$ cat config.mk
export PLATFORM = sky130hd
export DESIGN_NAME = spfds_ctrl
export DESIGN_NICKNAME = d
export VERILOG_FILES = /design/src/design/spfds_pkg.sv /design/src/design/spfds_ctrl.sv
export SDC_FILE = /design/constraint.sdc
export NUM_CORES = 1
export LEC_CHECK = 0
export BUFFER_PORTS_ARGS = -buffer_cell sky130_fd_sc_hd__buf_2
export CORE_AREA = 2 2 39 41
export CTS_CLUSTER_DIAMETER = 40
export DETAILED_ROUTE_END_ITERATION = 7
export DIE_AREA = 0 0 41 43
export PLACE_DENSITY_LB_ADDON = 0.3
export SYNTH_ARGS = -nofsm -noshare
export SYNTH_HDL_FRONTEND = slang
export SYNTH_SLANG_ARGS = --single-unit
$ cat constraint.sdc
create_clock -name clk_i -period 2.2 [get_ports clk_i]
set_clock_uncertainty 0.05 [all_clocks]
set_input_delay 0.11 -clock clk_i [delete_from_list [all_inputs] [get_ports clk_i]]
set_output_delay 0.11 -clock clk_i [all_outputs]
set_load 0.05 [all_outputs]
$ cat src/design/spfds_pkg.sv
// spfds_pkg: shared widths, constants, state and command types for the
// smallest-prime-factor sieve / divisor-sum block. No dependencies.
package spfds_pkg;

  // payload widths
  localparam int NUM_W  = 10;
  localparam int SUM_W  = 12;
  localparam int TERM_W = NUM_W + 1;          // 1 + p + ... + p^e < 2 * p^e
  localparam int ACC_W  = SUM_W + 1;          // running product, saturates one above max
  localparam int PROD_W = ACC_W + TERM_W;

  localparam logic [SUM_W-1:0] SUM_MAX = '1;

  // at most nine factor results before the final one
  localparam int MAX_FACTORS = 9;
  localparam int CNT_W       = 4;

  // divider retires two quotient bits per cycle
  localparam int DIV_BITS  = 2;
  localparam int DIV_STEPS = NUM_W / DIV_BITS;
  localparam int DIV_CW    = $clog2(DIV_STEPS);

  // table read address source
  typedef enum logic [1:0] {
    RD_IDX,
    RD_P,
    RD_N
  } spfds_rd_e;

  typedef enum logic [3:0] {
    ST_FILL,
    ST_P_TEST,
    ST_P_CHK,
    ST_M_RD,
    ST_M_WR,
    ST_IDLE,
    ST_Q_TEST,
    ST_Q_CHK,
    ST_Q_DIV,
    ST_Q_FIN
  } spfds_state_e;

  // controller to datapath
  typedef struct packed {
    logic      fill;      // write initial entry at idx, advance idx
    logic      p_next;    // advance sieve prime candidate
    logic      m_init;    // idx <= p * p
    logic      m_next;    // idx <= idx + p
    logic      mark;      // write p at idx
    spfds_rd_e rd_sel;
    logic      q_load;    // take a new query
    logic      q_factor;  // emit factor, update sum terms, start divider
    logic      q_quot;    // n <= n / p
    logic      q_final;   // emit final result
  } spfds_cmd_t;

  // datapath to controller
  typedef struct packed {
    logic fill_last;
    logic pp_done;
    logic p_prime;
    logic idx_done;
    logic idx_hit;
    logic in_range;
    logic n_gt1;
    logic cnt_full;
    logic rd_ge2;
    logic div_done;
    logic out_free;
  } spfds_sts_t;

endpackage

$ cat src/design/spfds_ctrl.sv
// spfds_ctrl: sequencer for table sieve after reset and for query factoring.
// Depends on spfds_pkg; drives spfds_dpath through command/status structs.
module spfds_ctrl
  import spfds_pkg::*;
(
  input  logic       clk_i,
  input  logic       rst_ni,
  input  logic       in_valid_i,
  output logic       in_ready_o,
  input  spfds_sts_t sts_i,
  output spfds_cmd_t cmd_o
);

  spfds_state_e state_q, state_d;

  // state register
  always_ff @(posedge clk_i or negedge rst_ni) begin
    if (!rst_ni) begin
      state_q <= ST_FILL;
    end else begin
      state_q <= state_d;
    end
  end

  // next state and commands
  always_comb begin
    state_d      = state_q;
    cmd_o        = '0;
    cmd_o.rd_sel = RD_IDX;
    in_ready_o   = 1'b0;
    case (state_q)
      ST_FILL: begin
        cmd_o.fill = 1'b1;
        if (sts_i.fill_last) state_d = ST_P_TEST;
      end
      ST_P_TEST: begin
        cmd_o.rd_sel = RD_P;
        if (sts_i.pp_done) state_d = ST_IDLE;
        else               state_d = ST_P_CHK;
      end
      ST_P_CHK: begin
        if (sts_i.p_prime) begin
          cmd_o.m_init = 1'b1;
          state_d      = ST_M_RD;
        end else begin
          cmd_o.p_next = 1'b1;
          state_d      = ST_P_TEST;
        end
      end
      ST_M_RD: begin
        cmd_o.rd_sel = RD_IDX;
        if (sts_i.idx_done) begin
          cmd_o.p_next = 1'b1;
          state_d      = ST_P_TEST;
        end else begin
          state_d = ST_M_WR;
        end
      end
      ST_M_WR: begin
        // only entries still holding themselves take the new factor
        cmd_o.mark   = sts_i.idx_hit;
        cmd_o.m_next = 1'b1;
        state_d      = ST_M_RD;
      end
      ST_IDLE: begin
        in_ready_o = 1'b1;
        if (in_valid_i) begin
          cmd_o.q_load = 1'b1;
          state_d      = ST_Q_TEST;
        end
      end
      ST_Q_TEST: begin
        cmd_o.rd_sel = RD_N;
        if (!sts_i.in_range || !sts_i.n_gt1 || sts_i.cnt_full) state_d = ST_Q_FIN;
        else                                                    state_d = ST_Q_CHK;
      end
      ST_Q_CHK: begin
        cmd_o.rd_sel = RD_N;
        if (!sts_i.rd_ge2) begin
          state_d = ST_Q_FIN;
        end else if (sts_i.out_free) begin
          cmd_o.q_factor = 1'b1;
          state_d        = ST_Q_DIV;
        end
      end
      ST_Q_DIV: begin
        if (sts_i.div_done) begin
          cmd_o.q_quot = 1'b1;
          state_d      = ST_Q_TEST;
        end
      end
      ST_Q_FIN: begin
        if (sts_i.out_free) begin
          cmd_o.q_final = 1'b1;
          state_d       = ST_IDLE;
        end
      end
      default: begin
        state_d = ST_FILL;
      end
    endcase
  end

endmodule

==> metrics.csv, run 1 <==
stage,metric,value,unit
run_status,status,"finished, final reports clean",
yosys,synth_area,486.7,µm²
global_routing,grt_max_degree,15,
timing,period_share,83.90,%
placed_design,hpwl,1.038,mm
cts,postCtsSetupRepairBufs,0,
floorplan,start_util,35.17,%
floorplan,dieArea,1763,µm²
timing,slew_headroom,73.57,%
global_routing,grt-ovfl-total,0,
route,via_per_inst,5.538,
cts,cts-root-buf,clkbuf_4,
worst_setup_path,reg2reg_slack,350,ps
cts,cts_made_buffers,3,
global_routing,grt_pass1_vias,500,
worst_setup_path,worstPathCellList,"or3_1, a211oi_2, a211oi_2, mux2_4",
timing,hold_viol_final,0,
min_path,hold_path.class,in -> async,
yosys,synth_edf_count,0,
layout,reg.largest.list,state_q: 4 flops,
timing,max_freq,541.8,MHz
cts,clkTransAtPathRegs,40,ps
layout,drive_gt1_share,47.78,%
timing,rsz0062_at_grt,false,
worst_setup_path,path_delay_family,flip-flops,
yosys,ys.flop_type,dfrtp_1,
timing,totalNegativeSetupSlack,0,ps
pwr,p_leak,0.3362,nW
floorplan,die_x,41,µm
placed_design,gp_congestion,0.7884,
yosys,synth_seq_area_share,20.57,%
placed_design,io_buffer_count,25,
floorplan,rows,14,
timing,drv_slew,0,
cts,post_cts_resized,0,
worst_setup_path,cp.arrival,1930,ps
yosys,yosysMostFrequentCell,nor2_1,
yosys,syn_avg_cell_area,7.850,µm²
yosys,synth_top_area_share,20.57,%
yosys,yosysWarnings,0,
global_routing,grt_antenna_before_repair,0,
floorplan,pin_count,26,
route,ant_nets,0,
yosys,async_flop_share,100.0,%
worst_setup_path,critPathMaxStageDelay,510,ps
layout,post-route-util,49.46,%
yosys,ys_top_cells_by_area,"dfrtp_1 21%, a211oi_2 7.7%, nor2_1 5.4%",
timing,tightest_slew,396.5,ps
route,wl_per_cell,12.42,µm
layout,area_delta_synth_final,40.62,%
worst_setup_path,critPathKind,reg -> reg,
worst_setup_path,crit_path_end_kind,flop,
layout,diodes,0,
route,drt-total-wl,1.316,mm
timing,finalCriticalPeriod,1846,ps
cts,clockBufferDepth,2,
yosys,synth_common_cells,"7 x nor2_1, 5 x nor3_1, 4 x buf_2, 4 x dfrtp_1",
timing,hold-worst-slack,130.6,ps
worst_setup_path,path_buf_inv,0,
pwr,ir_worst_vdd,0.5168,mV
yosys,synth_top_cell_by_area,dfrtp_1,
yosys,synth.distinct_cells,36,
worst_setup_path,cpMostUsedCell,a211oi_2,
cts,insertion_delay,250,ps
floorplan,die_y,43,µm
yosys,netlist_instances,62,
route,firstDrtPassIters,4,
yosys,yosys_register_bits,4,
cts,cts_tree,built,
layout,fin_cells,106,
placed_design,dpl.cell_count,102,
worst_setup_path,path_max_fanout,14,
route,vias,587,
timing,setup_violations,0,
layout,final_nets,106,
pwr,p_per_area,1529,nW/µm²
cts,htree_levels,1,
layout,regMostFlops,state_q,
worst_setup_path,cp_slowest_cell,dfrtp_1,
yosys,synth_fp_nets,76,
route,drc,0,
flow_run,cap_viol_max_count,0,
global_routing,track_usage,16.92,%
worst_setup_path,cp-start-kind,flop,
global_routing,grt_pass1_wl,2.021,mm
cts,cts.sinks,4,
pwr,power,1.046,mW
layout,largest_reg_flops,4,
worst_setup_path,crit_required,2280,ps
floorplan,core,1384,µm²
route,drt_iter0_drc,5,
-- layer usage --
metal,global-route usage (%),share of wire (%)
met1,20.78,43
met3,1.571,6.1
met5,0,0
met4,14.67,3.5
met2,24.69,48
-- power breakdown --
group | internal, mW | switching, mW | total (mW)
combinational | 0.276 | 0.486 | 0.761
clock | 0.0614 | 0.0359 | 0.0972
sequential | 0.110 | 0.0772 | 0.187
-- layout make-up --
cell class                      instances  area, µm²
Tap cell                               16      20.02
Timing Repair Buffer                   29      157.7
Clock buffer                            3      22.52
Inverter                                4      15.01
Fill cell                             138      699.4
Multi-Input combinational cell         50      369.1
Sequential cell                         4      100.1
-- through the flow --
step                setup slack, ps  instance area, µm²
finish                        354.1               684.4
global placement              436.3               651.9
global route                  290.2               684.4
detailed placement            366.5               651.9
floorplan                     164.3               504.2
CTS                           360.8               684.4
-- cell families after synthesis --
group	count (synthesis)	synth area share, %
flip-flops	4	20.57
buffers and inverters	8	7.197
multiplexers	2	5.141
AO/OA/AOI/OAI	16	27.00
AND/OR/NAND/NOR	32	40.11
-- path summary, 6_finish.rpt --
kind                       depth (start not counted)                   start                endpoint
max                                                4  state_q[1]$_DFFE_PN0P_  state_q[3]$_DFFE_PN0P_
min reg2reg                                        2  state_q[0]$_DFFE_PN0P_  state_q[0]$_DFFE_PN0P_
min                                                2                  rst_ni  state_q[1]$_DFFE_PN0P_
min in group clk_i                                 3                sts_i[0]  state_q[1]$_DFFE_PN0P_
max reg2reg                                        4  state_q[1]$_DFFE_PN0P_  state_q[3]$_DFFE_PN0P_
max in group asynchronous                          2                  rst_ni  state_q[0]$_DFFE_PN0P_
-- cell usage in the layout (no fill, tap or decap), drive strengths merged --
cell type and n:
or3b 1, or3 1, dlygate4sd3 1, a21boi 1, and4bb 1, a22o 1, nand2 3, a41oi 1
and2 1, nor2b 1, o21ai 2, nor3 5, or4b 1, clkbuf 3, o21a 2, a31oi 1
and3 1, and2b 1, o32a 1, mux2i 1, dfrtp 4, and3b 1, a211oi 3, mux2 1
nor2 8, nand4b 1, a31o 1, buf 28, nor4 1, nand2b 3, nor4b 1, inv 4
o311ai 1, a21oi 2, nand3 1
-- timing repair --
item	in CTS	in global routing
hold buffers	1	0
endpoints found under the setup margin	0	0
endpoints found under the hold margin	4	0
Power figures use the tool's default switching activity.
==> inputs of run 2 (changes only) <==
--- a/config.mk
+++ b/config.mk
@@ -5,6 +5,7 @@
 export SDC_FILE = /design/constraint.sdc
 export NUM_CORES = 1
 export LEC_CHECK = 0
+export ABC_AREA = 1
 export BUFFER_PORTS_ARGS = -buffer_cell sky130_fd_sc_hd__buf_2
 export CORE_AREA = 2 2 39 41
 export CTS_CLUSTER_DIAMETER = 40
==> constraint.sdc (replaced) <==
create_clock -name clk_i -period 1.9 [get_ports clk_i]
set_clock_uncertainty 0.05 [all_clocks]
set_input_delay 0.095 -clock clk_i [delete_from_list [all_inputs] [get_ports clk_i]]
set_output_delay 0.095 -clock clk_i [all_outputs]
set_load 0.05 [all_outputs]
==> run 2 against run 1 <==
Sequential cell count stayed put; non-clock buffer count is 3 lower; clock-buffer cell count stayed put; final cell count is 31% higher; sequential share of layout area is 0.080 points lower; critical path depth stayed put; area after synthesis is 3.6% higher; combinational power is 3.7% higher; largest cell class unchanged.
==> metrics.csv, run 2 <==
stage,metric,value,unit
yosys,synth_edf_count,0,
yosys,synth_top_cell_by_area,nand2_1,
timing,worst_slack,244.3,ps
global_routing,grt_pass1_wl,2.049,mm
floorplan,dieArea,1763,µm²
timing,slew_headroom,81.37,%
pwr,seqPwrFrac,18.4,%
layout,area_delta_synth_final,36.48,%
timing,hold_viol_final,0,
cts,cts.sinks,4,
timing,setup_violations,0,
placed_design,dp_worst_setup_slack,500.5,ps
yosys,synth_seq_area_share,19.85,%
min_path,hold_path.class,in -> reg,
layout,diodes,0,
cts,htree_levels,1,
worst_setup_path,r2r-end,state_q[1]$_DFFE_PN0P_,
timing,tightest_slew,279.4,ps
cts,clkTransAtPathRegs,40,ps
route,drc,0,
worst_setup_path,cp.arrival,1510,ps
worst_setup_path,path_max_fanout,6,
yosys,syn_avg_cell_area,5.364,µm²
timing,hold-worst-slack,122.0,ps
yosys,yosys_register_bits,4,
worst_setup_path,reg2reg_slack,590,ps
cts,cts_made_buffers,3,
min_path,holdPathStages,4,
worst_setup_path,crit_path_end_kind,output pin,
layout,regMostFlops,state_q,
yosys,async_flop_share,100.0,%
cts,postCtsSetupRepairBufs,0,
layout,fin_cells,139,
floorplan,start_util,36.44,%
worst_setup_path,critPathKind,reg -> out,
timing,drv_slew,0,
yosys,synth.distinct_cells,14,
global_routing,track_usage,16.95,%
floorplan,rows,14,
floorplan,die_y,43,µm
route,wl_per_cell,8.669,µm
route,via_per_inst,4.518,
timing,period_share,87.14,%
run_status,status,"finished, final reports clean",
pwr,internal-power,411.2,µW
yosys,ys_top_cells_by_area,"nand2_1 22%, dfrtp_1 20%, nor2_1 13%",
yosys,netlist_instances,94,
timing,totalNegativeSetupSlack,0,ps
worst_setup_path,cp-start-kind,flop,
timing,finalCriticalPeriod,1656,ps
global_routing,grt_max_degree,9,
layout,layout_common_cells,"30 x nand2_1, 25 x buf_2, 18 x nor2_1",
global_routing,grt_antenna_before_repair,0,
yosys,synth_fp_nets,108,
route,ant_nets,0,
global_routing,grt-ovfl-total,0,
yosys,synth_area,504.2,µm²
route,firstDrtPassIters,3,
worst_setup_path,startpoint,state_q[3]$_DFFE_PN0P_,
route,drt-total-wl,1.205,mm
pwr,clkPwrFrac,9.4,%
cts,insertion_delay,230,ps
yosys,synth_top_area_share,22.33,%
layout,layout_commonest_cell,nand2_1,
cts,cts-root-buf,clkbuf_4,
min_path,whs_endpoint,state_q[1]$_DFFE_PN0P_,
placed_design,io_buffer_count,25,
pwr,p_leak,0.4711,nW
cts,cts_tree,built,
placed_design,hpwl,1.037,mm
placed_design,gp_congestion,0.8447,
cts,clockBufferDepth,2,
worst_setup_path,ff2ff_path_depth,6,
layout,final_nets,139,
yosys,yosysMostFrequentCell,nand2_1,
pwr,p_sw,682.0,µW
timing,max_freq,604.0,MHz
pwr,combPwrFrac,72.2,%
pwr,p_per_area,1589,nW/µm²
layout,largest_reg_flops,4,
floorplan,die_x,41,µm
layout,drive_gt1_share,35.77,%
min_path,hp-start,sts_i[0],
flow_run,cap_viol_max_count,0,
pwr,switching_share,62.39,%
placed_design,dpl.cell_count,135,
pwr,ir_worst_vdd,0.6455,mV
floorplan,core,1384,µm²
floorplan,pin_count,26,
pwr,power,1.093,mW
route,vias,628,
yosys,yosysWarnings,0,
yosys,ys.flop_type,dfrtp_1,
timing,rsz0062_at_grt,false,
global_routing,grt_pass1_vias,539,
worst_setup_path,crit_required,1750,ps
layout,reg.largest.list,state_q: 4 flops,
yosys,synth_common_cells,"30 x nand2_1, 18 x nor2_1, 15 x inv_1",
worst_setup_path,r2r-start,state_q[3]$_DFFE_PN0P_,
route,drt_iter0_drc,7,
## run 2: cell types whose count changed in the layout (fill, tap and decap cells not counted), sizes merged, moves of 2 or more
cell,before,now
inv,4,19
a211oi,3,0
nor2,8,25
nand3,1,10
a21oi,2,0
o21a,2,0
o21ai,2,0
nor3,5,0
nand2b,3,0
buf,28,25
nand2,3,33
## run 2: cell families after synthesis
group / share of synthesized area, %
buffers and inverters: 14.14
flip-flops: 19.85
AO/OA/AOI/OAI: 1.241
AND/OR/NAND/NOR: 64.76
## run 2: timing repair
action | 4_1_cts | 5_1_grt
hold endpoints to repair | 4 | 0
gates resized for setup | 0 | 0
hold buffers | 1 | 0
## run 2: how the worst max path moves through the flow
stage | to | slack [ps] | depth (start not counted)
final | cmd_o[9] | 240 | 4
after global routing | cmd_o[9] | 90 | 4
after CTS | cmd_o[9] | 240 | 4
after detailed placement | cmd_o[9] | 500 | 4
after global placement | cmd_o[9] | 540 | 4
after floorplan | cmd_o[9] | 220 | 3
## run 2: power groups by stage
stage | Sequential, mW | Combinational [mW] | Clock, mW
4_1_cts | 0.198 | 0.796 | 0.110
3_5_place_dp | 0.199 | 0.793 | 0
5_1_grt | 0.206 | 0.871 | 0.123
6_report | 0.201 | 0.789 | 0.103
3_3_place_gp | 0.198 | 0.792 | 0
2_1_floorplan | 0.186 | 0.641 | 0
## run 2: through the flow
stage | area (µm²) | util, %
4_1_cts | 688.2 | 49.73
2_1_floorplan | 510.5 | -
3_3_place_gp | 655.6 | 47.38
5_1_grt | 688.2 | 49.73
3_5_place_dp | 655.6 | 47.38
6_report | 688.2 | 49.73
## run 2: final cells by class
type                    count  area [µm²]
well taps                  16       20.02
flip-flops and latches      4       100.1
multi-input cells          71       339.1
repair buffers             26       135.1
fillers                   159       695.7
clock buffers               3       22.52
inverters                  19       71.32
## run 2: metal layers
layer  vias to the layer above  GRT usage (%)  wire [µm]
met1                       278          19.61        545
met5                         -              0          0
met4                         0          10.00          0
li1                        337              -          -
met3                         0          3.141         49
met2                        13          27.19        611
## run 2: critical path, cell delays in order (launching register included)
cell and delay [ps]:
dfrtp_1 460, nor2_2 260, nand2_1 130, o22ai_1 150
buf_2 280
==> inputs of run 3 (changes only) <==
--- a/config.mk
+++ b/config.mk
@@ -7,10 +7,10 @@
 export LEC_CHECK = 0
 export ABC_AREA = 1
 export BUFFER_PORTS_ARGS = -buffer_cell sky130_fd_sc_hd__buf_2
-export CORE_AREA = 2 2 39 41
+export CORE_AREA = 2 2 44 46
 export CTS_CLUSTER_DIAMETER = 40
 export DETAILED_ROUTE_END_ITERATION = 7
-export DIE_AREA = 0 0 41 43
+export DIE_AREA = 0 0 46 48
 export PLACE_DENSITY_LB_ADDON = 0.3
 export SYNTH_ARGS = -nofsm -noshare
 export SYNTH_HDL_FRONTEND = slang
==> run 3 against run 2 <==
Critical path depth unchanged; via count unchanged; clock-buffer cell count is the same; sequential share of layout area about the same; non-clock buffer count did not move; die area increased by 25%; sequential power about the same.
==> metrics.csv, run 3 (same netlist as run 2, synthesis figures left out) <==
stage,metric,value,unit
run_status,status,"finished, final reports clean",
cts,cts_hold_buf,1,
cts,htree_levels,1,
floorplan,rows,15,
pwr,p_per_area,1594,nW/µm²
pwr,ir_worst_vdd,0.5814,mV
global_routing,grt_pass1_vias,540,
global_routing,grtUsageMet2,22.22,%
layout,reg.largest.list,state_q: 4 flops,
global_routing,track_usage,13.22,%
global_routing,grt_pass1_wl,2.090,mm
min_path,hold_path.class,in -> reg,
worst_setup_path,path_buf_inv,1,
layout,layout_commonest_cell,nand2_1,
layout,diodes,0,
timing,max_freq,596.8,MHz
floorplan,start_util,29.85,%
cts,cts_made_buffers,3,
timing,totalNegativeSetupSlack,0,ps
cts,cts_tree,built,
layout,largest_reg_flops,4,
pwr,p_leak,0.4711,nW
cts,clkTransAtPathRegs,40,ps
timing,drv_slew,0,
timing,tightest_slew,277.5,ps
floorplan,core,1689,µm²
layout,n_fill_cell,199,
layout,area_delta_synth_final,36.72,%
route,vias,628,
worst_setup_path,cp-start-kind,flop,
worst_setup_path,path_max_fanout,6,
timing,hold_viol_final,0,
layout,regMostFlops,state_q,
timing,period_share,88.18,%
timing,setup_violations,0,
layout,final_nets,139,
timing,hold-worst-slack,131.7,ps
worst_setup_path,critPathKind,reg -> out,
cts,postCtsSetupRepairBufs,0,
placed_design,io_buffer_count,25,
floorplan,die_y,48,µm
layout,multi_input_area,339.1,µm²
worst_setup_path,worstPathCellList,"nor2_2, nand2_1, o22ai_1, buf_2",
cts,post_cts_resized,0,
global_routing,grt_max_degree,9,
cts,insertion_delay,230,ps
worst_setup_path,crit_path_end_kind,output pin,
route,firstDrtPassIters,4,
layout,drive_gt1_share,35.77,%
layout,regArea,100.1,µm²
floorplan,die_x,46,µm
floorplan,dieArea,2208,µm²
worst_setup_path,cp_slowest_cell,dfrtp_1,
route,drt-total-wl,1.278,mm
layout,layout_common_cells,"30 x nand2_1, 25 x buf_2, 18 x nor2_1",
worst_setup_path,path_delay_family,flip-flops,
cts,cts-root-buf,clkbuf_4,
global_routing,grtUsageMet3,3.396,%
timing,slew_headroom,81.50,%
global_routing,grt_antenna_before_repair,0,
floorplan,pin_count,26,
placed_design,gp_congestion,0.7812,
route,via_per_inst,4.486,
cts,cts.sinks,4,
layout,post-route-util,40.81,%
global_routing,grt-ovfl-total,0,
global_routing,globalRouteMet1Util,16.14,%
flow_run,cap_viol_max_count,0,
pwr,power,1.099,mW
global_routing,busiest_layer,met2,
timing,rsz0062_at_grt,false,
worst_setup_path,crit_required,1750,ps
timing,finalCriticalPeriod,1675,ps
worst_setup_path,critPathMaxStageDelay,460,ps
route,ant_nets,0,
route,drt_iter0_drc,14,
placed_design,hpwl,1.061,mm
route,drc,0,
cts,clockBufferDepth,2,
route,wl_per_cell,9.129,µm
worst_setup_path,cp.arrival,1530,ps
-- run 3: cell counts in the layout (fill, tap and decap cells not counted) --
Identical to the previous run, type by type.
-- run 3: final cells by class --
type,instances,area share [%]
multi-input combinational,71,49.18
timing repair buffer,26,19.60
sequential,4,14.52
inverter,19,10.34
clock buffer,3,3.267
tap,17,3.085
-- run 3: per-stage QoR --
stage / worst slack, ps / instances / area (µm²)
4_1_cts: 220.4 / 140 / 689.4
3_5_place_dp: 481.6 / 136 / 656.9
2_1_floorplan: 222.7 / 94 / 510.5
5_1_grt: 116.5 / 140 / 689.4
6_report: 224.5 / 140 / 689.4
3_3_place_gp: 525.2 / 136 / 656.9
-- run 3: path summary, 6_finish.rpt --
| kind | slack (ps) | end | from | cells past startpoint |
|---|---|---|---|---|
| max | 220 | cmd_o[9] | state_q[3]$_DFFE_PN0P_ | 4 |
| min | 130 | state_q[1]$_DFFE_PN0P_ | sts_i[0] | 4 |
| max reg2reg | 570 | state_q[1]$_DFFE_PN0P_ | state_q[3]$_DFFE_PN0P_ | 6 |
| min reg2reg | 590 | state_q[2]$_DFFE_PN0P_ | state_q[2]$_DFFE_PN0P_ | 2 |
| max in group asynchronous | 1540 | state_q[0]$_DFFE_PN0P_ | rst_ni | 2 |
| min in group asynchronous | 150 | state_q[1]$_DFFE_PN0P_ | rst_ni | 2 |
-- run 3: power by group --
part | internal [mW] | switching [mW]
clock | 0.0707 | 0.0350
sequential | 0.124 | 0.0804
combinational | 0.217 | 0.572
-- run 3: worst reg2reg max path, delay by kind of cell (launching register included) --
family | cells | cell delay [ps]
and+or+nand+nor | 6 | 710
DFF | 1 | 460
-- run 3: per-layer routing --
layer | vias to the layer above | routed length (µm)
met5 | - | 0
li1 | 337 | -
met2 | 13 | 635
met3 | 0 | 48
met1 | 278 | 594
met4 | 0 | 0
